===== src/design/c3mf_pkg.sv =====
package c3mf_pkg;

    // Configuration port geometry
    localparam int CFG_INDEX_BITS = 3;
    localparam int CFG_DATA_BITS  = 18;

    // Register indexes
    localparam logic [CFG_INDEX_BITS-1:0] REG_IMAGE_WIDTH  = 3'd0;
    localparam logic [CFG_INDEX_BITS-1:0] REG_IMAGE_HEIGHT = 3'd1;
    localparam logic [CFG_INDEX_BITS-1:0] REG_FILTER_COUNT = 3'd2;
    localparam logic [CFG_INDEX_BITS-1:0] REG_KERNEL_A     = 3'd3;
    localparam logic [CFG_INDEX_BITS-1:0] REG_KERNEL_B     = 3'd4;
    localparam logic [CFG_INDEX_BITS-1:0] REG_KERNEL_C     = 3'd5;
    localparam logic [CFG_INDEX_BITS-1:0] REG_KERNEL_D     = 3'd6;

    // Register widths
    localparam int WIDTH_BITS  = 11;
    localparam int HEIGHT_BITS = 16;
    localparam int FCOUNT_BITS = 3;
    localparam int KERNEL_BITS = 18;
    localparam int KERNELS     = 4;

    // Register reset values
    localparam logic [WIDTH_BITS-1:0]  WIDTH_RST  = 11'd1024;
    localparam logic [HEIGHT_BITS-1:0] HEIGHT_RST = 16'd65535;
    localparam logic [FCOUNT_BITS-1:0] FCOUNT_RST = 3'd4;
    localparam logic [KERNEL_BITS-1:0] KERNEL_A_RST = 18'd1407;
    localparam logic [KERNEL_BITS-1:0] KERNEL_B_RST = 18'd29127;
    localparam logic [KERNEL_BITS-1:0] KERNEL_C_RST = 18'd259392;
    localparam logic [KERNEL_BITS-1:0] KERNEL_D_RST = 18'd216372;

    // Result field widths
    localparam int SUM_BITS  = 14;
    localparam int ROW_BITS  = 16;
    localparam int OCOL_BITS = 10;

    // 2-bit coefficient codes
    localparam logic [1:0] COEF_ZERO      = 2'b00;
    localparam logic [1:0] COEF_PLUS_ONE  = 2'b01;
    localparam logic [1:0] COEF_MINUS_TWO = 2'b10;
    localparam logic [1:0] COEF_MINUS_ONE = 2'b11;

endpackage


===== src/design/c3mf_kernel.sv =====
// One 3x3 correlation: row partial sums registered, rows added on the way out.
module c3mf_kernel #(
    parameter int PIXEL_BITS = 8
) (
    input  logic                                  clk,
    input  logic                                  load,
    input  logic                                  enable,
    input  logic [c3mf_pkg::KERNEL_BITS-1:0]      kernel,
    input  logic [PIXEL_BITS-1:0]                 window [3][3],
    output logic signed [c3mf_pkg::SUM_BITS-1:0]  sum
);

    localparam int PW = PIXEL_BITS + 2;
    localparam int RW = PIXEL_BITS + 4;
    localparam int TW = (PIXEL_BITS + 6 > c3mf_pkg::SUM_BITS) ? PIXEL_BITS + 6
                                                               : c3mf_pkg::SUM_BITS;

    logic signed [RW-1:0] row_next [3];
    logic signed [RW-1:0] row_reg  [3];
    logic                 en_reg;
    logic signed [TW-1:0] total;

    function automatic logic signed [PW-1:0] term(input logic [PIXEL_BITS-1:0] p,
                                                  input logic [1:0] code);
        logic signed [PW-1:0] ps;
        logic signed [PW-1:0] res;
        ps = $signed(PW'(p));
        case (code)
            c3mf_pkg::COEF_ZERO:      res = '0;
            c3mf_pkg::COEF_PLUS_ONE:  res = ps;
            c3mf_pkg::COEF_MINUS_TWO: res = -(ps <<< 1);
            c3mf_pkg::COEF_MINUS_ONE: res = -ps;
            default:                  res = '0;
        endcase
        return res;
    endfunction

    always_comb
    begin
        for (int r = 0; r < 3; r++)
        begin
            row_next[r] = RW'(term(window[r][0], kernel[2*(r*3)     +: 2]))
                        + RW'(term(window[r][1], kernel[2*(r*3 + 1) +: 2]))
                        + RW'(term(window[r][2], kernel[2*(r*3 + 2) +: 2]));
        end
    end

    always_ff @(posedge clk)
    begin
        if (load)
        begin
            row_reg <= row_next;
            en_reg  <= enable;
        end
    end

    assign total = TW'(row_reg[0]) + TW'(row_reg[1]) + TW'(row_reg[2]);
    assign sum   = en_reg ? total[c3mf_pkg::SUM_BITS-1:0] : '0;

endmodule


===== config.mk =====
export PLATFORM = sky130hd
export DESIGN_NAME = c3mf_kernel
export DESIGN_NICKNAME = d
export VERILOG_FILES = /design/src/design/c3mf_pkg.sv /design/src/design/c3mf_kernel.sv
export SDC_FILE = /design/constraint.sdc
export NUM_CORES = 1
export LEC_CHECK = 0
export BUFFER_PORTS_ARGS = -buffer_cell sky130_fd_sc_hd__buf_2
export CORE_ASPECT_RATIO = 1.75
export CORE_MARGIN = 2
export CORE_UTILIZATION = 55
export CTS_BUF_LIST = sky130_fd_sc_hd__clkbuf_8 sky130_fd_sc_hd__clkbuf_16
export DETAILED_ROUTE_END_ITERATION = 6
export MAX_ROUTING_LAYER = met4
export PLACE_DENSITY_LB_ADDON = 0.05
export SYNTH_ARGS = -nofsm -noshare
export SYNTH_HDL_FRONTEND = slang
export SYNTH_SLANG_ARGS = --single-unit

===== constraint.sdc =====
create_clock -name clk -period 5.4 [get_ports clk]
set_input_delay 0.54 -clock clk [delete_from_list [all_inputs] [get_ports clk]]
set_output_delay 0.54 -clock clk [all_outputs]
set_load 0.05 [all_outputs]

==> results of run 1 <==
metrics by stage:
step,hold WS [ns],total power (W),setup WS (ns),utilization [%]
after floorplan,0.639,0.00247,1.43,-
after global placement,0.718,0.00299,1.13,60.6
after detailed placement,0.719,0.00306,1.01,60.6
after CTS,0.429,0.00340,1.31,61.9
after global routing,0.430,0.00366,1.05,61.9
final,0.437,0.00339,1.32,61.9
where the power goes:
group | leakage [nW] | internal (W) | total (W) | switching, W
logic | 3.04 | 0.000954 | 0.00255 | 0.00159
clock network | 0.0800 | 0.000218 | 0.000325 | 0.000107
registers | 0.362 | 0.000456 | 0.000515 | 0.0000586
total | 3.49 | 0.00163 | 0.00339 | 0.00176
per-layer routing:
layer | global-route usage (%) | vias up
li1 | - | 3309
met1 | 27.3 | 3122
met2 | 51.0 | 123
met3 | 0.722 | 17
met4 | 4.26 | 0
met5 | - | -
cell usage in the layout, fill, tap and decap left out, drive strengths merged, types with 10 or more instances in the layout:
cell type | netlist | layout
a21o | 11 | 11
a21oi | 35 | 35
a22oi | 20 | 20
a32oi | 34 | 34
and2 | 14 | 14
buf | 9 | 106
edfxtp | 37 | 37
fa | 46 | 46
ha | 51 | 51
inv | 90 | 90
mux2i | 10 | 10
nand2 | 67 | 67
nand2b | 29 | 29
nand3 | 11 | 11
nand3b | 17 | 17
nor2 | 48 | 48
nor2b | 19 | 19
nor3 | 32 | 32
o21ai | 52 | 52
o22ai | 10 | 10
or3 | 20 | 20
xnor2 | 61 | 61
xor2 | 21 | 21
worst paths after layout:
path | end | slack [ns] | cells after the start
hold / removal | en_reg$_DFFE_PP_ | 0.44 | 1
setup / recovery | row_reg[33]$_DFFE_PP_ | 1.32 | 16
final cells by class:
class	count	area (um^2)	share of cell area [%]
repair buffers	106	531	6.62
clock buffers	5	125	1.56
inverters	90	338	4.22
flip-flops and latches	37	1110	13.9
well taps	171	214	2.67
multi-input cells	712	5650	70.5
clock inverters	3	46.3	0.578
kinds of logic (layout without fill, tap and decap cells):
group / count (synthesis) / in the layout
simple gates: 284 / 284
xor+xnor: 82 / 82
compound gates: 232 / 232
mux: 17 / 17
fa+ha+maj: 97 / 97
flops: 37 / 37
buf+inv: 142 / 204
==> key figures, run 1 <==
Status
  • Status: finished clean

Critical path
  • CP required: roughly 5.4 ns
  • Crit. End Element: flip-flop
  • CP Max Fanout: 6
  • WP buf/inv: 3
  • Critical path cell sequence: buf_2 -> inv_1 -> ha_1 -> or3b_2 -> or3_1 -> xnor2_1 -> o22ai_1 -> a32oi_1 -> fa_1 -> inv_1 -> ha_1 -> a21o_1 -> a21oi_1 -> a21boi_0 -> nand3_1 -> nor2b_1
  • WS Path Type: in2reg
  • Crit-path slowest cell: or3b_2
  • Worst Setup Start Kind: input port
  • Critical Path AT: 4.11 ns
  • CP max stage delay: ~0.48 ns
  • CP delay by family, top: simple AND/OR/NAND/NOR gates
  • Critical path startpoint: window[48]

STA
  • Setup tns final: 0 ns
  • Final Setup Violations: 0
  • Worst-margin pin slew: 0.780 ns
  • Rel. slew slack: 48.0%
  • Max-slew violation count: 0
  • Period utilization: 75.6%
  • RSZ-0062 raised after global routing: no
  • Minimum clock period: 4.08 ns
  • Hold Fails Final Rpt: 0
  • Fmax: 245 MHz

Global routing
  • Largest net degree at the start of global routing: 38
  • Total grt overflow: 0
  • Initial antenna violation count: 0
  • Tot GR Track Use: 25.2%
  • Vias in the first global route: 6213
  • First-pass GRT wire length: 28800 um

Cells and area
  • # diodes: 0
  • Area growth syn-to-layout: 9.54%
  • Final Instance Area: between 8000 and 9000 um^2
  • # fillers: 1192
  • Share of cells above drive strength 1: 14.9%
  • Max FFs per register: 36
  • Nets: around 1.1k
  • Post-route insts no fill: 1124

Yosys
  • Async SR Flop Fraction: 0%
  • Synth Area in Adders: 21.3%
  • Syn Inst Count: approximately 900
  • Number of library cell types mapped by synthesis: 65
  • Simple-gate area share of the yosys netlist: 20.9%
  • Yosys warnings: 0
  • Top cell type's share of synthesized area: between 10% and 20%
  • Post-synth top area cell: edfxtp_1
  • Net count after synthesis: approximately 1.1k
  • Top_reg_cell synth: edfxtp_1
  • Compound-Gate Fraction of Synth Area: approximately 23%
  • Synth area leaders: edfxtp_1 15%, fa_1 13%, ha_1 8.7%
  • Count leader, synth: inv_1
  • Synth cell count leaders: 90 x inv_1, 67 x nand2_1, 61 x xnor2_1
  • Post-synth EDFFs: 37
  • Syn_area_per_cell: 8.21 um^2
  • Netlist Area Pre-Place: between 7000 and 8000 um^2
  • XOR/XNOR share of the synthesized area: 9.82%
  • Largest family of logic cells by synthesized area: compound AO/OA/AOI/OAI gates
  • Register area share after synthesis: approximately 15%
  • Yosys reg bits: 37
  • Post-synthesis mux area share: 2.45%

Drt
  • Final wirelength: 17700 um
  • Highest metal used: met4
  • Post-DR wirelength/cell: 15.8 um
  • ANT nets after route: 0
  • Vias: between 6k and 7k
  • M1 wire length: 6960 um
  • Met3 routed WL: 356 um
  • Vias per cell: 5.85
  • DR WL met2: slightly above 10000 um
  • DRC: 0
  • DR iter-0 viols: roughly 270
  • Drt pass-1 iters: 5

Pwr
  • VDD IR max: 0.467 mV
  • Pleak: 3.49 nW
  • Pwr Density: 423 nW/um^2

Clock network
  • CTS Sinks: 37
  • Root Buffer: clkbuf_16
  • CTS resizes: 0
  • Post-CTS setup buffer count: 0
  • Clock buffer depth: 2
  • CTS tree: done
  • Number of CTS-inserted buffers: 5
  • H-tree depth: 2
  • Clock-pin transition on the worst setup and hold timing paths: 0.06 ns
  • Cts hold-fix bufs: 0

Job
  • # Max-Cap Violations: 0

Worst hold path
  • Hold Path Class: in2reg
  • Hold Crit Start: enable

Placement
  • Port-buffer cells: 106
  • Final HPWL DP: 15000 um
  • GPL Wtd Cong: 0.898
  • Placed Area: 7840 um^2
  • Dpl cells: 1116

Floorplanning
  • Core area: roughly 13000 um^2
  • Die height: 157 um
  • Io pins: 107
  • # rows: 55
  • Die X: between 90 and 100 um
  • Initial Util: a little under three fifths
  • Die area: approximately 14000 um^2
(Power assumes the default switching activity.)
==> inputs of run 2 (changes only) <==
Settings changed: CORE_UTILIZATION 55 to 54.
Clock period 5.4 ns to 3.6 ns, I/O delays scaled along.
==> run 2 against run 1 <==
Compared with the run above: worst hold slack lost 0.17 ns; sequential cell count is the same; via count grew 9.6%; critical path depth shrank 7; final area grew 16%; non-clock buffer count grew 134; power grew 62%; largest cell class unchanged; highest routed layer unchanged.
==> key figures, run 2 (same netlist as run 1, synthesis figures left out) <==
Pwr
  • Pleak: between 4 and 5 nW
  • Pwr Density: 591 nW/um^2
  • VDD IR max: 0.855 mV

Floorplanning
  • Core area: 13300 um^2
  • Die height: 158 um
  • Initial Util: 55.0%
  • Die area: 14500 um^2
  • # rows: 56
  • Die X: 92.0 um
  • Io pins: ~110

Drt
  • Post-DR wirelength/cell: 15.8 um
  • Met3 routed WL: around 360 um
  • Drt pass-1 iters: 4
  • Vias per cell: approximately 5.7
  • ANT nets after route: 0
  • DR iter-0 viols: 296
  • DRC: 0
  • Vias: 7201
  • M1 wire length: 7160 um
  • Highest metal used: met4
  • DR WL met2: 11900 um
  • Final wirelength: 20000 um

Critical path
  • CP delay by family, top: adder cells
  • Worst Setup Start Kind: flip-flop
  • Critical path startpoint: row_reg[1]$_DFFE_PP_
  • WP buf/inv: 1
  • Critical path cell sequence: fa_1 -> ha_2 -> fa_1 -> a21o_1 -> a31oi_1 -> o21ai_1 -> o41ai_2 -> mux2i_1 -> buf_4
  • CP max stage delay: 0.51 ns
  • CP Max Fanout: 3
  • Critical Path AT: 3.18 ns
  • CP dominant cell by count: fa_1
  • Crit. End Element: output port
  • CP required: 3.24 ns
  • Crit-path slowest cell: fa_1
  • WS Path Type: reg2out

Global routing
  • Largest net degree at the start of global routing: 38
  • First-pass GRT wire length: 31900 um
  • Vias in the first global route: about 7.0k
  • Initial antenna violation count: 0
  • Total grt overflow: 0
  • Tot GR Track Use: 27.9%

Job
  • # Max-Cap Violations: 0

STA
  • Rel. slew slack: between 40% and 50%
  • Worst hold slack: between 0.2 and 0.3 ns
  • Period utilization: between 90% and 100%
  • Hold Fails Final Rpt: 0
  • Fmax: 283 MHz
  • Final Setup Violations: 0
  • Worst-margin pin slew: 0.808 ns
  • Minimum clock period: between 3 and 4 ns
  • Max-slew violation count: 0
  • Setup slack after layout: 0.0610 ns

Clock network
  • CTS tree: done
  • Clock buffer depth: 2
  • CTS Sinks: 37
  • Root Buffer: clkbuf_16
  • Clock-pin transition on the worst setup and hold timing paths: 0.05 ns
  • Cts hold-fix bufs: 0
  • Number of CTS-inserted buffers: 5
  • H-tree depth: 2

Cells and area
  • Post-route insts no fill: 1261
  • # fillers: 1119
  • Nets: ~1.3k
  • Post-layout util: roughly 70%
  • Max FFs per register: 36
  • Most frequent cells in the layout: 135 x buf_4, 105 x buf_2, 87 x inv_1
  • Area growth syn-to-layout: 27.1%
  • # diodes: 0
  • Share of cells above drive strength 1: 29.9%
  • Most common cell after layout, fill and taps aside: buf_4

Placement
  • GPL Wtd Cong: 0.900
  • Place WS: -0.326 ns
  • Port-buffer cells: 106
  • Final HPWL DP: 16700 um
  • Dpl cells: 1252

Status
  • Status: finished clean

Worst hold path
  • Hold Crit Start: enable
  • Hold Path Class: in2reg
## run 2: cell types whose count changed in the layout (fill, tap and decap cells not counted), moves of 4 or more
cell | before | now
buf_4 | 0 | 135
or3_1 | 16 | 10
o21ai_0 | 52 | 48
a32oi_1 | 34 | 29
ha_1 | 51 | 44
or3_4 | 4 | 10
o21ai_1 | 0 | 4
ha_4 | 0 | 5
nor3_2 | 2 | 6
nor3_1 | 30 | 26
a32oi_2 | 0 | 5
a21oi_1 | 35 | 30
a21oi_2 | 0 | 5
## run 2: stage by stage
step / power [W] / instance area (um^2) / TNS (ns)
floorplan: 0.00375 / 7400 / -0.0169
global placement: 0.00478 / 8930 / -1.91
detailed placement: 0.00491 / 8930 / -2.99
CTS: 0.00540 / 9080 / 0
global route: 0.00589 / 9300 / -0.0707
finish: 0.00550 / 9300 / 0
## run 2: what timing repair did
item / 4_1_cts / 5_1_grt
pin swaps: 0 / 12
endpoints found under the setup margin: 4 / 16
gates resized for setup: 4 / 49
buffers inserted: 0 / 1
## run 2: worst paths after layout
kind                to  cells after the start
max            sum[11]                      9
min   en_reg$_DFFE_PP_                      1
## run 2: layer usage
metal,track usage (%),vias up
li1,-,3586
met1,27.9,3463
met2,57.1,125
met3,1.38,27
met4,8.46,0
met5,-,-
## run 2: power by group
part | internal, W | switching, W | total, W
clock network | 0.000253 | 0.000162 | 0.000415
registers | 0.000685 | 0.0000932 | 0.000778
logic | 0.00175 | 0.00256 | 0.00431
total | 0.00269 | 0.00281 | 0.00550
## run 2: final cells by class
class / count / area (um^2) / area share, %
Clock buffer: 5 / 125 / 1.35
Clock inverter: 3 / 17.5 / 0.188
Inverter: 90 / 338 / 3.63
Multi-Input combinational cell: 712 / 5950 / 64.0
Sequential cell: 37 / 1110 / 11.9
Tap cell: 174 / 218 / 2.34
Timing Repair Buffer: 240 / 1540 / 16.5
